==> config.mk <==
export PLATFORM = sky130hd
export DESIGN_NAME = ngp_ctrl
export DESIGN_NICKNAME = d
export VERILOG_FILES = /design/src/ngp_pkg.sv /design/src/ngp_ctrl.sv
export VERILOG_INCLUDE_DIRS = /design/src /design/src/src
export SDC_FILE = /design/constraint.sdc
export NUM_CORES = 1
export LEC_CHECK = 0
export BUFFER_PORTS_ARGS = -buffer_cell sky130_fd_sc_hd__buf_2
export CAP_MARGIN = 40
export CORE_AREA = 2 2 39 41
export CTS_CLUSTER_DIAMETER = 120
export DETAILED_ROUTE_END_ITERATION = 10
export DIE_AREA = 0 0 41 43
export SKIP_CTS_REPAIR_TIMING = 1
export SYNTH_ARGS = -nofsm -noshare
export SYNTH_HDL_FRONTEND = slang
export SYNTH_SLANG_ARGS = --single-unit
==> constraint.sdc <==
create_clock -name clock -period 1.56 [get_ports clock]
set_input_delay 0.078 -clock clock [delete_from_list [all_inputs] [get_ports clock]]
set_output_delay 0.078 -clock clock [all_outputs]
set_load 0.005 [all_outputs]
==> src/assert_macros.svh <==
// Assertion macros shared by the neighbor group pooling modules.
// Each macro checks a property on the rising clock edge, disabled during reset.
`ifndef ASSERT_MACROS_SVH
`define ASSERT_MACROS_SVH

// Antecedent implies consequent in the same cycle.
`define NGP_ASSERT_SAME(lbl, clk, rst, ante, cons, msg) \
   lbl: assert property (@(posedge clk) disable iff (rst) (ante) |-> (cons)) \
      else $error(msg);

// Antecedent implies consequent in the following cycle.
`define NGP_ASSERT_NEXT(lbl, clk, rst, ante, cons, msg) \
   lbl: assert property (@(posedge clk) disable iff (rst) (ante) |=> (cons)) \
      else $error(msg);

`endif

==> src/ngp_pkg.sv <==
// Package for the neighbor group pooling block: register indexes and the
// command and status bundles between controller and datapath. No dependencies.
package ngp_pkg;

   // Configuration register indexes.
   localparam int CSR_INDEX_BITS = 3;
   localparam logic [CSR_INDEX_BITS-1:0] CSR_NEIGHBOR_COUNT = 3'd0;
   localparam logic [CSR_INDEX_BITS-1:0] CSR_CHANNEL_COUNT  = 3'd1;
   localparam logic [CSR_INDEX_BITS-1:0] CSR_SAMPLE_COUNT   = 3'd2;
   localparam logic [CSR_INDEX_BITS-1:0] CSR_POOL_MODE      = 3'd3;
   localparam logic [CSR_INDEX_BITS-1:0] CSR_LAYOUT_ORDER   = 3'd4;

   // Commands from the controller to the datapath.
   typedef struct packed {
      logic capture;    // latch the item and advance the position counters
      logic mem_read;   // read the slot entry
      logic update;     // compare, accumulate and write back
      logic src_a;      // first source index product
      logic src_b;      // second source index product
      logic div_start;  // start the averaging divider
      logic load_out;   // load the result register
   } ngp_cmd_type;

   // Status from the datapath to the controller.
   typedef struct packed {
      logic last_n;     // current item is the last neighbor of its slot
      logic avg_mode;   // average pooling selected
      logic div_busy;   // divider is iterating
      logic div_done;   // divider finished in the previous cycle
      logic out_free;   // result register can take a new result
   } ngp_status_type;

endpackage

==> src/ngp_ctrl.sv <==
// Controller of the neighbor group pooling block: sequences capture, slot
// read-modify-write, index products, division and result load.
// Depends on ngp_pkg and assert_macros.svh.
`include "assert_macros.svh"

module ngp_ctrl
   import ngp_pkg::*;
(
   input  logic           clock,
   input  logic           reset,
   input  logic           req_valid,
   output logic           req_ready,
   input  ngp_status_type stat,
   output ngp_cmd_type    cmd
);

   localparam logic [2:0] ST_IDLE   = 3'd0;
   localparam logic [2:0] ST_READ   = 3'd1;
   localparam logic [2:0] ST_UPDATE = 3'd2;
   localparam logic [2:0] ST_SRC_A  = 3'd3;
   localparam logic [2:0] ST_SRC_B  = 3'd4;
   localparam logic [2:0] ST_DIV    = 3'd5;
   localparam logic [2:0] ST_EMIT   = 3'd6;

   logic [2:0] state_ff, state_in;

   // Next state and commands.
   always_comb begin
      state_in = state_ff;
      cmd      = '0;
      unique case (state_ff)
         ST_IDLE: begin
            if (req_valid) begin
               cmd.capture = 1'b1;
               state_in    = ST_READ;
            end
         end
         ST_READ: begin
            cmd.mem_read = 1'b1;
            state_in     = ST_UPDATE;
         end
         ST_UPDATE: begin
            cmd.update = 1'b1;
            state_in   = stat.last_n ? ST_SRC_A : ST_IDLE;
         end
         ST_SRC_A: begin
            cmd.src_a     = 1'b1;
            cmd.div_start = stat.avg_mode;
            state_in      = ST_SRC_B;
         end
         ST_SRC_B: begin
            cmd.src_b = 1'b1;
            state_in  = stat.avg_mode ? ST_DIV : ST_EMIT;
         end
         ST_DIV: begin
            if (stat.div_done) begin
               state_in = ST_EMIT;
            end
         end
         ST_EMIT: begin
            if (stat.out_free) begin
               cmd.load_out = 1'b1;
               state_in     = ST_IDLE;
            end
         end
         default: begin
            state_in = ST_IDLE;
         end
      endcase
   end

   always_ff @(posedge clock) begin
      if (reset) begin
         state_ff <= ST_IDLE;
      end else begin
         state_ff <= state_in;
      end
   end

   assign req_ready = (state_ff == ST_IDLE);

   `NGP_ASSERT_SAME(a_ctrl_capture_div_idle, clock, reset, cmd.capture, !stat.div_busy,
      "item taken while the divider is still busy")
   `NGP_ASSERT_NEXT(a_ctrl_div_started, clock, reset, cmd.div_start, stat.div_busy,
      "divider did not start when commanded")

endmodule

# Word level (Yosys, flattened, before mapping)
# Cells that the tools add are included.
dict set report op_classes {
  n_eq_ne 9
  mux 15
  reduce_logical 2
}
# cell count
set ops {}
lappend ops {{3-bit case mux with 7 select lines} 1}
lappend ops {{3-bit == test (second input constant)} 3}
lappend ops {{1-bit 2-to-1 mux} 9}
lappend ops {{3-bit 2-to-1 mux} 3}
lappend ops {{3-bit by 2-bit == test with 1-bit output (second input constant)} 2}
lappend ops {{2-bit != test (second input constant)} 3}
lappend ops {{2-bit 2-to-1 mux} 2}
lappend ops {{3-bit by 1-bit == test with 1-bit output (second input constant)} 1}
lappend ops {{3-bit logical NOT} 1}
lappend ops {{3-bit AND reduction} 1}
dict set report totals {
  register_bits 3
  inputBits 8
  elab_cells 27
}

# Logic depth before layout (Yosys ltp)
dict set report depth {
  depth_word 3
  ltp_mapped 4
  ltp_nobuf 3
}

# Worst setup path before layout
# Ideal clock, no wire load.
dict set report synth_path {
  kind {flip-flop to flip-flop}
  startpoint {register state_ff[2]}
  endpoint {register state_ff[0]}
  setup_time_ns 0.086
  arrival_time_ns 0.994
  required_time_ns 1.474
  path_slack_ns 0.480
  path_stages_with_launch 4
  period_less_slack_ns 1.080
  path_cell_list {dfxtp_1 > nor2b_1 > or3_1 > a221oi_2}
}
dict set report synth_via {
  elab_chain_cells 3
}
# element line_no
set synth_lines {}
lappend synth_lines {{start: declaration} ngp_ctrl.sv:25} ;# logic [2:0] state_ff, state_in;
lappend synth_lines {{start signal: assignment} ngp_ctrl.sv:76} ;# state_ff <= state_in;
lappend synth_lines {{3-bit == test / 3-bit logical NOT (equally long branches)} ngp_ctrl.sv:31} ;# unique case (state_ff)
lappend synth_lines {{2-bit != test (no line)} --}
lappend synth_lines {{3-bit AND reduction (no line)} --}
# Several ways; a longest one is shown, not always the timed one.
# A chain may end at the register's enable or synchronous reset.

==> metrics list <==
- Run status: finished clean
- Data on the critical path is required at its endpoint by 1.48 ns.
- The worst path uses 89.0% of the clock period.
- Sum of overflow across all layers after global routing: 0
- Largest net degree at the start of global routing: 15
* CTS tree: built
- After synthesis the netlist holds a flip-flop and latch count of 3.
- Global-route usage over all layers: 8.32%
* Synthesized area divided by synthesized cell count: 7.75 um^2
- Kind of launch point of the worst setup path: flip-flop
* Final core occ: 25.4%
- Wire segments on met3 add up to 60 um in the final route.
- Excluding fillers, the count of instances in the completed layout stands at 63.
- Power density of the placed cells: 843 nW/um^2
* Most frequently used flop master after synthesis: dfxtp_1
- Headroom to the max-slew limit came out at 73.9%.
- Routed length on met1: 290 um
- In the routed design, unresolved DRC markers number 0.
- Clock tree synthesis selected as its root buffer the cell clkbuf_4.
- Counting the fill cells in the layout gives 162.
- Cell count after synthesis: 31
* Least-Margin Pin Slew: 0.391 ns
* Shortest period the worst path allows: 1.39 ns
- Syn nets: 39
- Power Total: 0.000296 W
- Cell taking the most area after synthesis: dfxtp_1
- Largest register by flop count: state_ff
* Post-DP HPWL: 474 um
- Number of sinks on the clock net: 3
- Using the TritonRoute via totals, the vias-per-cell ratio works out to 4.57.
* Final count of pins violating max slew: 0
- In this run, placement finished with an instance count of 59.
* Post-synth EDFFs: 0
* Number of buffers between clock root and the deepest sink: 2
* Flip-flop count of the largest register after layout: 3
* Number of antenna-violating nets in the routed design: 0
- During synthesis, Yosys emitted a total of 0 warnings.
* Initial antenna violation count: 0
- Setup violations remaining at the end of the flow were counted as 0.
- The count of buffers added on input and output ports is 14.
* Area enclosed by the die boundary: 1760 um^2
- Adding up every negative setup slack in the final design gives 0 ns.
- Worst-Skew Late Latency: 0.23 ns
- DIE WIDTH: 41 um
* Via count of the first global-routing pass: 253
- Nets: 56
* Biggest area contributors in the synthesized netlist: dfxtp_1, and2_1, nor3_1, a221oi_2, nor3b_1
- Max-capacitance violation count: 0
- The tightest min-delay check is of the input port to flip-flop type.
- In this run, CTS created clock tree buffers numbering 3.
- Fraction of synthesized cell area taken by the top area cell type: 25.0%
- Routed vias: 288
* H-tree levels: 1
* Distinct cells, synth: 21
- Seq/Total Area, Yosys: 25.0%
- After floorplanning, the core was divided into 14 placement rows.
* Placeable core region: 1380 um^2
- Detailed routing placed a total of 281 um of wire on met2.
- Data arrives at the worst endpoint at 1.31 ns.
- Max Clk Rate: 0.721 GHz
- Startpoint-to-endpoint class of the critical path: flip-flop to output port
* First-iteration detailed-routing DRC count: 6
- Wire length per cell after detailed routing: 10.0 um
- Static leakage power: 0.169 nW
- From synthesis to final layout, the design area changed by 46.4%.
* Fraction of layout instances using a drive strength above 1: 40.4%
- Post-detailed-routing wire length: 632 um
- The worst-case IR drop observed on VDD is 0.253 mV.
* Final-report hold violation count: 0
- In the synthesized netlist, the cells that appear most often are and2_1, dfxtp_1, nor2_1, nor3_1.
* Unrepaired setup endpoints after global routing: no
* I/O pin count: 16
- The repair_antennas step left the layout with diodes totalling 0.
- Detailed-router iteration count before antenna repair: 4
* Critical path fanouts, max: 14
- The die is 43 um tall.
- Final setup skew: 0.00244 ns
* Share of flip-flops with an asynchronous set or reset after synthesis: 0%
* Kind of end point of the critical path: output port
- In this run the top signal layer used is met3.
- The first global-routing pass estimated 966 um of wire.
* Largest registers ranked by flip-flop count: state_ff (3)
* Routability-driven placement congestion ratio: 0.766
- After clock tree synthesis, the clock-pin slew on the worst setup and hold paths is 0.04 ns.
- The synthesized netlist occupies a cell area of 240 um^2.
- Starting density of the core: 17.4%
[per-layer routing]
metal  vias up  global-route usage (%)
li1        147                       -
met1       131                    10.2
met2        10                    10.3
met3         0                    3.14
met4         0                    8.00
met5         -                       0
[critical path, stage by stage, from the launching register on]
cell and delay, ns:
dfxtp_1 0.55, and3b_1 0.26, and2_1 0.15, buf_2 0.12
[power by group]
group / leakage [nW] / internal [W] / switching, W / total, W
clock: 0.0150 / 0.0000957 / 0.0000383 / 0.000134
sequential: 0.0245 / 0.0000827 / 0.0000116 / 0.0000943
combinational: 0.129 / 0.0000379 / 0.0000302 / 0.0000681
total: 0.169 / 0.000216 / 0.0000802 / 0.000296
[metrics by stage]
step,worst slack (ns),cell area (um^2),hold WS [ns]
3_3_place_gp,0.221,325,0.276
6_report,0.172,352,0.0456
2_1_floorplan,0.480,240,0.144
3_5_place_dp,0.191,325,0.281
4_1_cts,0.157,352,0.0402
5_1_grt,0.0686,352,0.0406
[final timing paths]
path	cells past startpoint	start	slack, ns	end
max reg2reg	3	state_ff[2]	0.20	state_ff[0]
min	2	reset	0.05	state_ff[0]
max	3	state_ff[2]	0.17	cmd[1]
min reg2reg	2	state_ff[1]	0.64	state_ff[0]
[layout make-up]
type                       count  area (um^2)  area share, %
clock buffer                   4         26.3           7.47
multi-input combinational     25          168           47.7
sequential                     3         60.1           17.1
tap                           16         20.0           5.69
timing repair buffer          15         77.6           22.1
[kinds of logic (layout without fill, tap and decap cells)]
family | count (synthesis) | count (layout) | share of synthesized area, %
AO/OA/AOI/OAI | 6 | 6 | 20.3
buffers and inverters | 3 | 19 | 5.21
flip-flops | 3 | 3 | 25.0
AND/OR/NAND/NOR | 19 | 19 | 49.5
[placed cells by master (no fill, tap or decap), types with 2 or more instances in the layout]
cell type	instances
and2_1	3
buf_2	14
clkbuf_4	3
dfxtp_1	3
nor2_1	3
nor3_1	3
nor3b_1	2
No activity file was read; power rests on OpenSTA's default activity.
